[src/wtmf_pkg.sv]
// ----------------------------------------------------------------------------
// wtmf_pkg
// Shared widths and defaults for the windowed trimmed-mean filter.
// ----------------------------------------------------------------------------
`default_nettype none

package wtmf_pkg;

  // One range sample and one result are both a byte.
  localparam int unsigned SAMPLE_W = 8;
  localparam int unsigned SAMPLE_MAX = (1 << SAMPLE_W) - 1;

  // Default window depth: ten samples, eight kept after trimming.
  localparam int unsigned DEFAULT_WINDOW_SIZE = 10;

  typedef logic [SAMPLE_W-1:0] sample_t;

endpackage : wtmf_pkg

`default_nettype wire

[src/windowed_trimmed_mean_filter.sv]
// ----------------------------------------------------------------------------
// windowed_trimmed_mean_filter
// Sliding window of byte samples, outputs the mean of the window without its
// smallest and largest entry, truncated.
//
// Usage: range_sample_i is taken on in_valid_i && !in_stall_o. Every accepted
// beat yields exactly one trimmed_mean_o beat, taken on out_valid_o &&
// !out_stall_i, in order.
// Path: an accepted beat goes through the window register, then the result
// register; a stall can hold it in the window stage. Throughput: one beat
// per cycle unless the receiver stalls. The window shift and a running sum
// are updated on accept; the next cycle runs a min/max tree over the window
// and one reciprocal multiply for the divide by WINDOW_SIZE - 2.
// Reset: the window and running sum are cleared to zero, so the first
// outputs average in those zeros. Both stages come up empty.
// Stall: a held result stays in the output register; one more beat sits in
// the window stage, after which in_stall_o rises until the receiver moves.
// ----------------------------------------------------------------------------
`default_nettype none

module windowed_trimmed_mean_filter #(
  parameter int unsigned WINDOW_SIZE = wtmf_pkg::DEFAULT_WINDOW_SIZE
) (
  input  wire logic                          clk_i,
  input  wire logic                          rst_ni,
  input  wire logic                          in_valid_i,
  output logic                               in_stall_o,
  input  wire logic [wtmf_pkg::SAMPLE_W-1:0] range_sample_i,
  output logic                               out_valid_o,
  input  wire logic                          out_stall_i,
  output logic [wtmf_pkg::SAMPLE_W-1:0]      trimmed_mean_o
);

  localparam int unsigned SW         = wtmf_pkg::SAMPLE_W;
  localparam int unsigned KEPT_COUNT = WINDOW_SIZE - 2;
  localparam int unsigned SUM_W      = $clog2(wtmf_pkg::SAMPLE_MAX * WINDOW_SIZE + 1);
  // Exact floor division by KEPT_COUNT for any dividend below 2**SUM_W.
  localparam int unsigned DIV_SHIFT  = SUM_W + $clog2(KEPT_COUNT);
  localparam int unsigned RECIP_W    = SUM_W + 1;
  localparam int unsigned RECIP      = ((1 << DIV_SHIFT) + KEPT_COUNT - 1) / KEPT_COUNT;
  localparam int unsigned PROD_W     = SUM_W + RECIP_W;
  localparam int unsigned TREE_LEAVES = 1 << $clog2(WINDOW_SIZE);
  localparam int unsigned TREE_NODES  = 2 * TREE_LEAVES - 1;

  localparam logic [RECIP_W-1:0] RECIP_C = RECIP_W'(RECIP);

  // Window stage
  wtmf_pkg::sample_t    window_q [WINDOW_SIZE];
  logic [SUM_W-1:0]     sum_q, sum_d;
  logic                 calc_valid_q;

  // Result stage
  logic                 out_valid_q;
  wtmf_pkg::sample_t    result_q;

  logic                 in_accept;
  logic                 out_load;

  wtmf_pkg::sample_t    min_node [TREE_NODES];
  wtmf_pkg::sample_t    max_node [TREE_NODES];
  logic [SUM_W-1:0]     kept_sum;
  logic [PROD_W-1:0]    prod;
  wtmf_pkg::sample_t    quotient;

  // ---- handshake ----
  assign out_load   = calc_valid_q && (!out_valid_q || !out_stall_i);
  assign in_stall_o = calc_valid_q && !out_load;
  assign in_accept  = in_valid_i && !in_stall_o;

  // ---- window shift line and running sum ----
  assign sum_d = sum_q + SUM_W'(range_sample_i) - SUM_W'(window_q[WINDOW_SIZE-1]);

  always_ff @(posedge clk_i or negedge rst_ni) begin
    if (!rst_ni) begin
      for (int i = 0; i < WINDOW_SIZE; i++) begin
        window_q[i] <= '0;
      end
      sum_q <= '0;
    end else if (in_accept) begin
      window_q[0] <= range_sample_i;
      for (int i = 1; i < WINDOW_SIZE; i++) begin
        window_q[i] <= window_q[i-1];
      end
      sum_q <= sum_d;
    end
  end

  always_ff @(posedge clk_i or negedge rst_ni) begin
    if (!rst_ni) begin
      calc_valid_q <= 1'b0;
    end else if (in_accept) begin
      calc_valid_q <= 1'b1;
    end else if (out_load) begin
      calc_valid_q <= 1'b0;
    end
  end

  // ---- min / max tree, heap indexed, leaves padded with neutral values ----
  for (genvar l = 0; l < TREE_LEAVES; l++) begin : g_leaf
    if (l < WINDOW_SIZE) begin : g_used
      assign min_node[TREE_LEAVES-1+l] = window_q[l];
      assign max_node[TREE_LEAVES-1+l] = window_q[l];
    end else begin : g_pad
      assign min_node[TREE_LEAVES-1+l] = SW'(wtmf_pkg::SAMPLE_MAX);
      assign max_node[TREE_LEAVES-1+l] = '0;
    end
  end

  for (genvar n = 0; n < TREE_LEAVES - 1; n++) begin : g_node
    assign min_node[n] = (min_node[2*n+2] < min_node[2*n+1]) ? min_node[2*n+2]
                                                              : min_node[2*n+1];
    assign max_node[n] = (max_node[2*n+2] > max_node[2*n+1]) ? max_node[2*n+2]
                                                              : max_node[2*n+1];
  end

  // ---- trim and divide by reciprocal multiply ----
  assign kept_sum = sum_q - SUM_W'(min_node[0]) - SUM_W'(max_node[0]);
  assign prod     = PROD_W'(kept_sum) * PROD_W'(RECIP_C);
  assign quotient = prod[DIV_SHIFT +: SW];

  // ---- result register ----
  always_ff @(posedge clk_i or negedge rst_ni) begin
    if (!rst_ni) begin
      out_valid_q <= 1'b0;
    end else if (out_load) begin
      out_valid_q <= 1'b1;
    end else if (!out_stall_i) begin
      out_valid_q <= 1'b0;
    end
  end

  always_ff @(posedge clk_i) begin
    if (out_load) begin
      result_q <= quotient;
    end
  end

  assign out_valid_o    = out_valid_q;
  assign trimmed_mean_o = result_q;

  // ---- assertions ----
  a_stall_only_when_full : assert property (
    @(posedge clk_i) disable iff (!rst_ni)
    in_stall_o |-> (calc_valid_q && out_valid_q && out_stall_i)
  ) else $error("input stalled while a stage was free");

  a_accept_fills_window_stage : assert property (
    @(posedge clk_i) disable iff (!rst_ni)
    in_accept |=> calc_valid_q
  ) else $error("accepted beat did not reach the window stage");

  a_result_from_window_stage : assert property (
    @(posedge clk_i) disable iff (!rst_ni)
    $rose(out_valid_q) |-> $past(calc_valid_q)
  ) else $error("result appeared without a pending window beat");

  a_trim_bounds : assert property (
    @(posedge clk_i) disable iff (!rst_ni)
    calc_valid_q |-> (min_node[0] <= max_node[0] &&
                      SUM_W'(min_node[0]) + SUM_W'(max_node[0]) <= sum_q)
  ) else $error("running sum or min/max tree inconsistent");

endmodule : windowed_trimmed_mean_filter

`default_nettype wire

[config.mk]
export PLATFORM = sky130hd
export DESIGN_NAME = windowed_trimmed_mean_filter
export DESIGN_NICKNAME = d
export VERILOG_FILES = /design/src/wtmf_pkg.sv /design/src/windowed_trimmed_mean_filter.sv
export SDC_FILE = /design/constraint.sdc
export NUM_CORES = 1
export LEC_CHECK = 0
export ABC_AREA = 0
export BUFFER_PORTS_ARGS = -buffer_cell sky130_fd_sc_hd__buf_2
export CORE_AREA = 2 2 176 178
export DETAILED_ROUTE_END_ITERATION = 8
export DIE_AREA = 0 0 178 180
export PLACE_DENSITY = 0.56
export SKIP_CTS_REPAIR_TIMING = 1
export SYNTH_ARGS = -nofsm -noshare
export SYNTH_HDL_FRONTEND = slang
export SYNTH_SLANG_ARGS = --single-unit
[constraint.sdc]
create_clock -name clk_i -period 25 [get_ports clk_i]
set_clock_uncertainty 0.15 [all_clocks]
set_input_delay 5 -clock clk_i [delete_from_list [all_inputs] [get_ports clk_i]]
set_output_delay 5 -clock clk_i [all_outputs]
set_load 0.005 [all_outputs]
# After elaboration in Yosys (flattened, before gate mapping)
# Cells that the tools add are included.
[classes] addsub=4 order_cmp=22 n_eq_ne=1 mux=26 n_reduce_logical=9
[op_table] cell="$mux 8" n=22
[op_table] cell="$gt 8x8->1" n=9
[op_table] cell="$lt 8x8->1" n=9
[op_table] cell="$sub 11x8->11" n=2
[op_table] cell="$gt 1x8->1 const A" n=2
[op_table] cell="$lt 8x8->1 const A" n=2
[op_table] cell="$add 12x8->12" n=1
[op_table] cell="$sub 12x8->12" n=1
[op_table] cell="$logic_not 1->1" n=4
[op_table] cell="$mux 1" n=4
[op_table] cell="$logic_and 1x1->1" n=3
[op_table] cell="$ne 2x1->1 const B" n=1
[op_table] cell="$reduce_bool 2->1" n=1
[op_table] cell="$logic_or 1x1->1" n=1
[word_totals] reg_bits=102 in_bits=12

# Longest topological paths before layout
# Gate-level depths: netlist (run 1).
[logic_depth] word_depth=10 mapped_depth=53 ltp_nobuf=51

# Worst setup path before layout (run 1)
# No wires, ideal clock.
[synth_path] path_type="input -> output" start="input port out_stall_i" end="output port in_stall_o" arrival_ps=5165 slack_ps=14685 cell_stages=2 n_path_buf=0 cell_sequence="nand3_1 inv_1"
[synth_between] elab_chain_len=5
[synth_lines] element="start, declared" line="windowed_trimmed_mean_filter.sv:30" source="input wire logic out_stall_i,"
[synth_lines] element="$logic_not 1->1"
[synth_lines] element="$logic_or 1x1->1" line="windowed_trimmed_mean_filter.sv:66" source="assign out_load = calc_valid_q && (!out_valid_q || !out_stall_i);"
[synth_lines] element="$logic_and 1x1->1" line="windowed_trimmed_mean_filter.sv:66"
[synth_lines] element="$logic_not 1->1" line="windowed_trimmed_mean_filter.sv:67" source="assign in_stall_o = calc_valid_q && !out_load;"
[synth_lines] element="$logic_and 1x1->1" line="windowed_trimmed_mean_filter.sv:67"
[synth_lines] element="end, declared" line="windowed_trimmed_mean_filter.sv:27" source="output logic in_stall_o,"
# No other way between the ends.

# Final worst setup path (run 1)
[layout_path] start="register window_q (netlist bit max_node[73])" end="register result_q[7] (netlist: trimmed_mean_o[7]), data pin"
[layout_between] elab_chain_len=10
[layout_lines] element="start, declared" line="windowed_trimmed_mean_filter.sv:48" source="wtmf_pkg::sample_t window_q [WINDOW_SIZE];"
[layout_lines] element="start signal, assigned by index" line="windowed_trimmed_mean_filter.sv:82" source="window_q[i] <= window_q[i-1];"
[layout_lines] element="$lt 8x8->1" line="windowed_trimmed_mean_filter.sv:110" source="assign min_node[n] = (min_node[2*n+2] < min_node[2*n+1]) ? min_node[2*n+2]"
[layout_lines] element="$mux 8" line="windowed_trimmed_mean_filter.sv:110"
[layout_lines] element="$lt 8x8->1" line="windowed_trimmed_mean_filter.sv:110"
[layout_lines] element="$mux 8" line="windowed_trimmed_mean_filter.sv:110"
[layout_lines] element="$lt 8x8->1" line="windowed_trimmed_mean_filter.sv:110"
[layout_lines] element="$mux 8" line="windowed_trimmed_mean_filter.sv:110"
[layout_lines] element="$lt 8x8->1" line="windowed_trimmed_mean_filter.sv:110"
[layout_lines] element="$mux 8" line="windowed_trimmed_mean_filter.sv:110"
[layout_lines] element="$sub 11x8->11" line="windowed_trimmed_mean_filter.sv:117" source="assign kept_sum = sum_q - SUM_W'(min_node[0]) - SUM_W'(max_node[0]);"
[layout_lines] element="$sub 11x8->11 (*)" line="windowed_trimmed_mean_filter.sv:117"
[layout_lines] element="via kept_sum[10]" line="windowed_trimmed_mean_filter.sv:61" source="logic [SUM_W-1:0] kept_sum;"
[layout_lines] element="end signal, assigned" line="windowed_trimmed_mean_filter.sv:134" source="result_q <= quotient;"
[layout_lines] element="end, declared" line="windowed_trimmed_mean_filter.sv:54" source="wtmf_pkg::sample_t result_q;"
# Mark *: on every way through the listed nets, which the timed path passes. The rest lies on a longest branch.
# A chain may end at the register's enable or synchronous reset.

==> impl_metrics.toml, run 1 <==
[outcome]
status = "complete, no violations"

[cts]
cell_at_the_root_of_the_clock_tree = "sky130_fd_sc_hd__clkbuf_16"
tritoncts_clock_tree = "done"
tritoncts_num_sinks = 101
cts.clk_slew.worst_paths_ps = 70
clk-insertion-delay-late_ps = 360
cts_buffers = 9
cts.path.max_buffers = 2
htree_num_levels = 3

[critical_path]
timing.critical_path.slowest_cell_delay_ps = 820
cp_common_cell = "sky130_fd_sc_hd__o21a_1"
worstSetupPathType = "register to register"
timing.critical_path.required_ps = 24960
crit_arrival_ps = 10700
endpoint_kind = "register"
category_of_the_worst_setup_path_launch_point = "register"
critical_path.max_fanout = 16
critical-path-slowest-cell = "sky130_fd_sc_hd__o22ai_1"

[global_route]
grt_antenna_before_repair = 0
grt_usage = 0.137
grt_start_max_net_pins = 84
wire_length_of_the_first_global_routing_pass_mm = 34.6
grt_pass1_vias = 6668
grt_overflow_total = 0

[cells_and_area]
final-seq-area_sq_mm = 0.00257
n_fill_cell = 3153
finish.utilization = 0.322
antennaDiodeCount = 0
multi_input_area_sq_mm = 0.00570
final_layout_size_suffix_gt1_frac = 0.104
layout_commonest_cell = "sky130_fd_sc_hd__inv_1"
mostFrequentLayoutCells = "135 x sky130_fd_sc_hd__inv_1, 117 x sky130_fd_sc_hd__ha_1, 94 x sky130_fd_sc_hd__o21ai_0"
finalNetCount = 1131
area.growth.synth_to_final_pct = 9.52
fin_cells = 1388

[floorplan]
i_o_pins = 22
std_cell_rows = 64
core_area_sq_mm = 0.0302
fp.dieH_um = 180
start_util = 0.294
die_x_um = 178
dieArea_sq_mm = 0.0320

[timing]
final-hold-violation-count = 0
worst_slew_margin_rel = 0.272
post-route-period-util = 0.430
postLayoutSetupSlackWorst_ps = 14250
rsz0062_at_grt = "no"
period_needed_ps = 10750
setup_viol = 0
tns_ps = 0
maxClockFrequency_mhz = 93.0
worst_slew_pin_slew_ps = 1090
final_max_slew_viol_count = 0

[route]
route.detailed.drc = 0
drt-pass1-iter-count = 5
drt_wl_total_mm = 20.7
detail-route-antenna-nets = 0
first_iter_violations = 266
post_drt_via_cell_ratio = 4.79
post_drt_wl_per_cell_um = 14.9
detailroute.via_count = 6645

[placed_design]
post-place-ws_ps = 14340
port_buffers = 21
finalWeightedCongestion = 0.843
dp.cells = 1372
place.detailed.hpwl_mm = 16.5

[yosys]
post_synthesis_instance_area_sq_mm = 0.00888
gate_count_after_technology_mapping = 978
post_synth.cell_area_avg_sq_um = 9.08
synth_async_sr_flop_share = 0.921
synth-seq-cells = 101
seq_area_frac_synth = 0.289
yosys_warnings = 0
syn-num-nets = 1122
netlist-cell-type-count = 62
synth_edf_count = 8
postSynth.topFlopCell = "sky130_fd_sc_hd__dfrtp_1"

[min_path]
min-delay-path-class = "register to register"

[flow_run]
cap_viol_max_count = 0
sequential cells by signal, indices dropped and copies added (netlist names):
name,cells
out_valid_o,1
max_node,80
calc_valid_q,1
sum_q,11
trimmed_mean_o,8
per-stage QoR:
step                hold slack, ps  area, sq um
finish                         334         9730
global placement               317         9420
CTS                            333         9730
global route                   345         9730
detailed placement             317         9420
floorplan                      292         8880
cell usage after synthesis, types with 4 or more instances:
cell / number / share of area
sky130_fd_sc_hd__clkbuf_1: 24 / 0.010
sky130_fd_sc_hd__fa_1: 15 / 0.034
sky130_fd_sc_hd__nand3_1: 8 / 0.0045
sky130_fd_sc_hd__mux2_2: 41 / 0.052
sky130_fd_sc_hd__and2_1: 8 / 0.0056
sky130_fd_sc_hd__xor2_1: 5 / 0.0049
sky130_fd_sc_hd__nor2b_1: 13 / 0.0092
sky130_fd_sc_hd__o21a_1: 17 / 0.014
sky130_fd_sc_hd__nand2_1: 88 / 0.037
sky130_fd_sc_hd__xnor2_1: 6 / 0.0059
sky130_fd_sc_hd__a21oi_1: 42 / 0.024
sky130_fd_sc_hd__o21ai_1: 4 / 0.0023
sky130_fd_sc_hd__a31o_1: 6 / 0.0059
sky130_fd_sc_hd__mux2i_1: 89 / 0.10
sky130_fd_sc_hd__inv_1: 135 / 0.057
sky130_fd_sc_hd__a21boi_0: 5 / 0.0042
sky130_fd_sc_hd__nor2_1: 37 / 0.016
sky130_fd_sc_hd__a31oi_1: 7 / 0.0049
sky130_fd_sc_hd__ha_1: 117 / 0.16
sky130_fd_sc_hd__a21o_1: 25 / 0.021
sky130_fd_sc_hd__and3_1: 5 / 0.0035
sky130_fd_sc_hd__nor3_1: 7 / 0.0039
sky130_fd_sc_hd__nand2b_1: 13 / 0.0092
sky130_fd_sc_hd__dfrtp_1: 93 / 0.26
sky130_fd_sc_hd__edfxtp_1: 8 / 0.027
sky130_fd_sc_hd__nand4_1: 20 / 0.014
sky130_fd_sc_hd__o21ai_0: 94 / 0.053
logic make-up (layout without fill, tap and decap cells):
logic type / count (synthesis) / count (layout) / share of synthesized area
AOI/OAI and AO/OA: 226 / 226 / 0.158
xor gates and xnor gates: 11 / 11 / 0.0108
adders and majority gates: 133 / 133 / 0.200
buffers and inverters: 163 / 177 / 0.0698
DFF: 101 / 101 / 0.289
muxes: 132 / 132 / 0.155
and+or+nand+nor: 212 / 212 / 0.118
cell type report:
class | instances | area share
sequential | 101 | 0.264
clock inverter | 4 | 0.00347
multi-input combinational | 714 | 0.586
tap | 396 | 0.0509
clock buffer | 12 | 0.0285
inverter | 135 | 0.0521
timing repair buffer | 26 | 0.0149
worst max-delay path, delay by kind of cell, from the launching register on:
family          cells  cell delay [ps]
compound gates     25             5920
fa+ha+maj           6             1900
simple gates       13             1620
flops               1              380
mux                 1              320
buf+inv             2              120
xor+xnor            1              100
worst paths after layout:
kind                         startpoint                end  slack (ps)  cells after the start
min in group asynchronous        rst_ni       max_node[90]        4480                      1
hold / removal                 sum_q[4]           sum_q[4]         330                      2
hold reg to reg                sum_q[4]           sum_q[4]         330                      2
setup reg to reg           max_node[73]  trimmed_mean_o[7]       14250                     48
max in group asynchronous        rst_ni      max_node[104]       19060                      2
setup / recovery           max_node[73]  trimmed_mean_o[7]       14250                     48
per-layer routing:
| layer | routed length, um | global-route usage | part of all wire |
|---|---|---|---|
| met4 | 327 | 0.0420 | 0.016 |
| met1 | 10400 | 0.188 | 0.50 |
| met5 | 0 | 0 | 0 |
| met2 | 9630 | 0.225 | 0.46 |
| met3 | 367 | 0.0144 | 0.018 |
Power of run 1 is not shown: default switching activity piles up to over one toggle a cycle in this logic, so the estimate is an artifact.
==> run 2: changes to the inputs <==
- ABC_AREA: 0 -> 1
- CORE_AREA: 2 2 176 178 -> 2 2 175 177
- DIE_AREA: 0 0 178 180 -> 0 0 177 179
- clock period: 25 -> 10.1 ns (I/O delays scaled with it)
==> run 2 against run 1 <==
Maximum frequency increased by 21%; sequential cell count unchanged; clock-buffer cell count decreased by 2; first-iteration DRC count increased by 97%; highest routed layer unchanged; largest cell class unchanged; routed wire length increased by 6.8%; final area decreased by 1.1%; non-clock buffer count unchanged; final cell count increased by 17%.
==> impl_metrics.toml, run 2 <==
[route]
drt-pass1-iter-count = 5
route.detailed.drc = 0
detail-route-antenna-nets = 0
post_drt_via_cell_ratio = 4.59
detailroute.via_count = 7451
post_drt_wl_per_cell_um = 13.6
first_iter_violations = 524
drt_wl_total_mm = 22.1

[critical_path]
endpoint_kind = "register"
family_with_the_most_delay_on_the_worst_path = "compound AO/OA/AOI/OAI gates"
critical-path-slowest-cell = "sky130_fd_sc_hd__dfrtp_1"
worstSetupPathType = "register to register"
cp_common_cell = "sky130_fd_sc_hd__nand2_1"
crit_arrival_ps = 8850
crit-reg2reg-launch = "max_node[87]"
critical_path.max_fanout = 16
timing.critical_path.slowest_cell_delay_ps = 450
worst-path-buf-inv = 9
category_of_the_worst_setup_path_launch_point = "register"
worst_setup_path_startpoint = "max_node[87]"
timing.critical_path.required_ps = 10060

[yosys]
gate_count_after_technology_mapping = 1220
synth.top_cells.by_area = "sky130_fd_sc_hd__dfrtp_1 27%, sky130_fd_sc_hd__ha_1 17%, sky130_fd_sc_hd__nand2_1 15%, sky130_fd_sc_hd__o21ai_0 11%, sky130_fd_sc_hd__inv_1 7.8%"
synth-seq-cells = 101
postSynth.topFlopCell = "sky130_fd_sc_hd__dfrtp_1"
synth_async_sr_flop_share = 0.921
synth_commonest_cells = "353 x sky130_fd_sc_hd__nand2_1, 190 x sky130_fd_sc_hd__o21ai_0, 182 x sky130_fd_sc_hd__inv_1, 117 x sky130_fd_sc_hd__ha_1, 93 x sky130_fd_sc_hd__dfrtp_1"
netlist-cell-type-count = 42
post_synth.cell_area_avg_sq_um = 7.19
post_synthesis_instance_area_sq_mm = 0.00878
seq_area_frac_synth = 0.293
synth_edf_count = 8
yosys_warnings = 0
synth_top_area_frac = 0.265
most_frequently_used_cell_type_in_the_post_synthesis_netlist = "sky130_fd_sc_hd__nand2_1"
yosysTopAreaCell = "sky130_fd_sc_hd__dfrtp_1"
syn-num-nets = 1364

[floorplan]
i_o_pins = 22
die_x_um = 177
std_cell_rows = 64
fp.dieH_um = 179
core_area_sq_mm = 0.0300
start_util = 0.292
dieArea_sq_mm = 0.0317

[cts]
cts_buffers = 9
tritoncts_clock_tree = "done"
tritoncts_num_sinks = 101
cts.clk_slew.worst_paths_ps = 80
cts.path.max_buffers = 2
htree_num_levels = 3
cell_at_the_root_of_the_clock_tree = "sky130_fd_sc_hd__clkbuf_16"
clk-insertion-delay-late_ps = 360

[timing]
rsz0062_at_grt = "no"
worst_slew_pin_slew_ps = 1060
final_max_slew_viol_count = 0
period_needed_ps = 8890
maxClockFrequency_mhz = 112
setup_viol = 0
worst_slew_margin_rel = 0.291
final-hold-violation-count = 0
tns_ps = 0
post-route-period-util = 0.881

[cells_and_area]
final-seq-area_sq_mm = 0.00257
layout_commonest_cell = "sky130_fd_sc_hd__nand2_1"
largest_register_ffs = 80
antennaDiodeCount = 0
finalNetCount = 1367
n_fill_cell = 3224
multi_input_area_sq_mm = 0.00540
final_layout_size_suffix_gt1_frac = 0.0757
mostFrequentLayoutCells = "350 x sky130_fd_sc_hd__nand2_1, 189 x sky130_fd_sc_hd__o21ai_0, 181 x sky130_fd_sc_hd__inv_1"
area.growth.synth_to_final_pct = 9.61
fin_cells = 1624

[outcome]
status = "complete, no violations"

[global_route]
grt_start_max_net_pins = 83
wire_length_of_the_first_global_routing_pass_mm = 37.0
grt_usage = 0.147
grt_antenna_before_repair = 0
grt_overflow_total = 0
grt_pass1_vias = 7155

[flow_run]
cap_viol_max_count = 0

[placed_design]
place.detailed.hpwl_mm = 17.6
port_buffers = 21
dp.cells = 1608
finalWeightedCongestion = 0.871

[min_path]
min-delay-path-class = "register to register"
hold_start = "calc_valid_q"
==> run 2: cell count changes in the layout (fill, tap and decap cells not counted), sizes merged, moves of 21 or more <==
cell / delta
nand2: +290
o21ai: +106
mux2i: -89
inv: +54
mux2: -43
nand3: +24
a21o: -21
==> run 2: kinds of logic (layout without fill, tap and decap cells) <==
family          after synthesis  in the layout  synth area share
fa+ha+maj                   132            132             0.201
compound gates              278            278             0.170
buf+inv                     222            230            0.0949
xor+xnor                     10             10           0.00998
simple gates                477            477             0.232
flops                       101            101             0.293
==> run 2: cell type report <==
| class | count | share of cell area |
|---|---|---|
| timing repair buffer | 26 | 0.0151 |
| sequential | 101 | 0.267 |
| clock buffer | 10 | 0.0260 |
| inverter | 188 | 0.0734 |
| clock inverter | 6 | 0.00624 |
| multi-input combinational | 897 | 0.561 |
| tap | 396 | 0.0515 |
==> run 2: through the flow <==
stage	utilization	setup slack, ps	cell area (sq um)	hold slack (ps)
3_3_place_gp	0.310	761	9300	311
2_1_floorplan	-	1840	8780	283
6_report	0.320	1210	9620	335
3_5_place_dp	0.310	669	9300	324
4_1_cts	0.320	614	9610	345
5_1_grt	0.320	71.2	9620	358
==> run 2: worst reg2reg max path: cells and delay by family, from the launching register on <==
kind / cells / cell delay [ps]
xor gates and xnor gates: 1 / 80
AOI/OAI and AO/OA: 17 / 3120
adders and majority gates: 6 / 1810
DFF: 1 / 450
and+or+nand+nor: 20 / 2260
buffers and inverters: 9 / 800
==> run 2: worst paths after layout <==
check | to | slack (ps) | depth (start not counted)
worst max-delay path | trimmed_mean_o[7] | 1210 | 53
worst min-delay path | out_valid_o | 340 | 2
worst max register to register | trimmed_mean_o[7] | 1210 | 53
worst min register to register | out_valid_o | 340 | 2
max in group asynchronous | max_node[105] | 7090 | 2
min in group asynchronous | max_node[68] | 1380 | 1
==> run 2: layer usage <==
| layer | vias to the layer above | global-route usage | wire, um |
|---|---|---|---|
| met4 | 0 | 0.0358 | 340 |
| met1 | 3395 | 0.197 | 10800 |
| met2 | 95 | 0.251 | 10400 |
| li1 | 3946 | - | - |
| met3 | 15 | 0.0189 | 613 |
| met5 | - | 0 | 0 |
Power of run 2 is left out for the same reason.
==> run 3: changes to the inputs <==
- CORE_AREA: 2 2 175 177 -> 2 2 143 145
- DIE_AREA: 0 0 177 179 -> 0 0 145 147
- PLACE_DENSITY: 0.56 -> 0.72
- REMOVE_ABC_BUFFERS: default -> 1
- clock period: 10.1 -> 8.3 ns (I/O delays scaled with it)
==> run 3 against run 2 <==
Sequential cell count is the same; register-to-register slack lost 890 ps; maximum frequency grew 11%; core utilization grew 20 points; final area grew 7.3%; sequential share of layout area shrank 1.8 points; final cell count shrank 3.8%; first-iteration DRC count grew 21%; worst hold slack lost 13 ps; highest routed layer unchanged; critical path depth is the same; critical path type unchanged.
==> impl_metrics.toml, run 3 (synthesized netlist as in run 2, its figures left out) <==
[outcome]
status = "complete, no violations"

[floorplan]
start_util = 0.442
i_o_pins = 22
die_x_um = 145
std_cell_rows = 52
fp.dieH_um = 147
core_area_sq_mm = 0.0198
dieArea_sq_mm = 0.0213

[critical_path]
timing.critical_path.slowest_cell_delay_ps = 470
critical-path-slowest-cell = "sky130_fd_sc_hd__fa_1"
cp_common_cell = "sky130_fd_sc_hd__nand2_1"
critical_path.max_fanout = 8
endpoint_kind = "register"
category_of_the_worst_setup_path_launch_point = "register"
worstSetupPathType = "register to register"
timing.critical_path.required_ps = 8270
family_with_the_most_delay_on_the_worst_path = "simple AND/OR/NAND/NOR gates"
crit_arrival_ps = 7960
worst-path-buf-inv = 11

[timing]
period_needed_ps = 7990
rsz0062_at_grt = "yes"
maxClockFrequency_mhz = 125
setup_viol = 0
final_max_slew_viol_count = 0
tns_ps = 0
worst_slew_margin_rel = 0.347
worst_slew_pin_slew_ps = 975
postLayoutSetupSlackWorst_ps = 311
final-hold-violation-count = 0
post-route-period-util = 0.963

[placed_design]
place_area_sq_mm = 0.00929
place.detailed.hpwl_mm = 16.8
port_buffers = 21
finalWeightedCongestion = 0.925
post-place-ws_ps = -102
dp.cells = 1502

[cells_and_area]
layout_commonest_cell = "sky130_fd_sc_hd__nand2_1"
multi_input_area_sq_mm = 0.00577
finalInstanceArea_sq_mm = 0.0103
final-seq-area_sq_mm = 0.00257
area.growth.synth_to_final_pct = 17.6
antennaDiodeCount = 0
largest_register_ffs = 80
n_fill_cell = 1898
finalNetCount = 1431
final_layout_size_suffix_gt1_frac = 0.178
mostFrequentLayoutCells = "347 x sky130_fd_sc_hd__nand2_1, 173 x sky130_fd_sc_hd__inv_1, 130 x sky130_fd_sc_hd__o21ai_0"
fin_cells = 1562

[route]
post_drt_via_cell_ratio = 5.15
drt_wl_total_mm = 22.6
first_iter_violations = 634
detailroute.via_count = 8042
detail-route-antenna-nets = 0
drt-pass1-iter-count = 5
route.detailed.drc = 0
post_drt_wl_per_cell_um = 14.4

[global_route]
grt_overflow_total = 0
grt_antenna_before_repair = 0
grt_start_max_net_pins = 82
wire_length_of_the_first_global_routing_pass_mm = 36.0
grt_usage = 0.208
grt_pass1_vias = 7380

[cts]
htree_num_levels = 3
clk-insertion-delay-late_ps = 360
cts.path.max_buffers = 2
cell_at_the_root_of_the_clock_tree = "sky130_fd_sc_hd__clkbuf_16"
cts_buffers = 9
cts.clk_slew.worst_paths_ps = 70
tritoncts_clock_tree = "done"
tritoncts_num_sinks = 101

[min_path]
min-delay-path-class = "register to register"

[flow_run]
cap_viol_max_count = 0
[run 3: per-layer routing]
metal	vias up	global-route usage	wire length, um
met2	196	0.348	10600
met3	45	0.0199	989
li1	4086	-	-
met5	-	0	0
met1	3715	0.286	10400
met4	0	0.0688	586
[run 3: cell type report]
type	count	area share
clock buffer	9	0.0218
clock inverter	7	0.00763
inverter	188	0.0688
multi-input combinational	901	0.559
sequential	101	0.249
tap	270	0.0327
timing repair buffer	86	0.0607
[run 3: worst min-delay path, delay by kind of cell (launching register included)]
kind / cells / cell delay (ps)
flip-flops: 1 / 330
buffers and inverters: 1 / 50
AND/OR/NAND/NOR: 1 / 60
[run 3: final timing paths]
kind	slack, ps	endpoint	startpoint	cells past startpoint
max in group asynchronous	5740	max_node[82]	rst_ni	2
worst min-delay path	320	out_valid_o	calc_valid_q	2
min in group asynchronous	1150	max_node[114]	rst_ni	1
worst max register to register	310	trimmed_mean_o[7]	max_node[86]	53
worst min register to register	320	out_valid_o	calc_valid_q	2
worst max-delay path	310	trimmed_mean_o[7]	max_node[86]	53
[run 3: metrics by stage]
stage / hold slack (ps) / util
floorplan: 283 / -
global placement: 291 / 0.468
detailed placement: 307 / 0.468
CTS: 326 / 0.483
global route: 362 / 0.520
finish: 322 / 0.520
Power of run 3 is left out for the same reason.
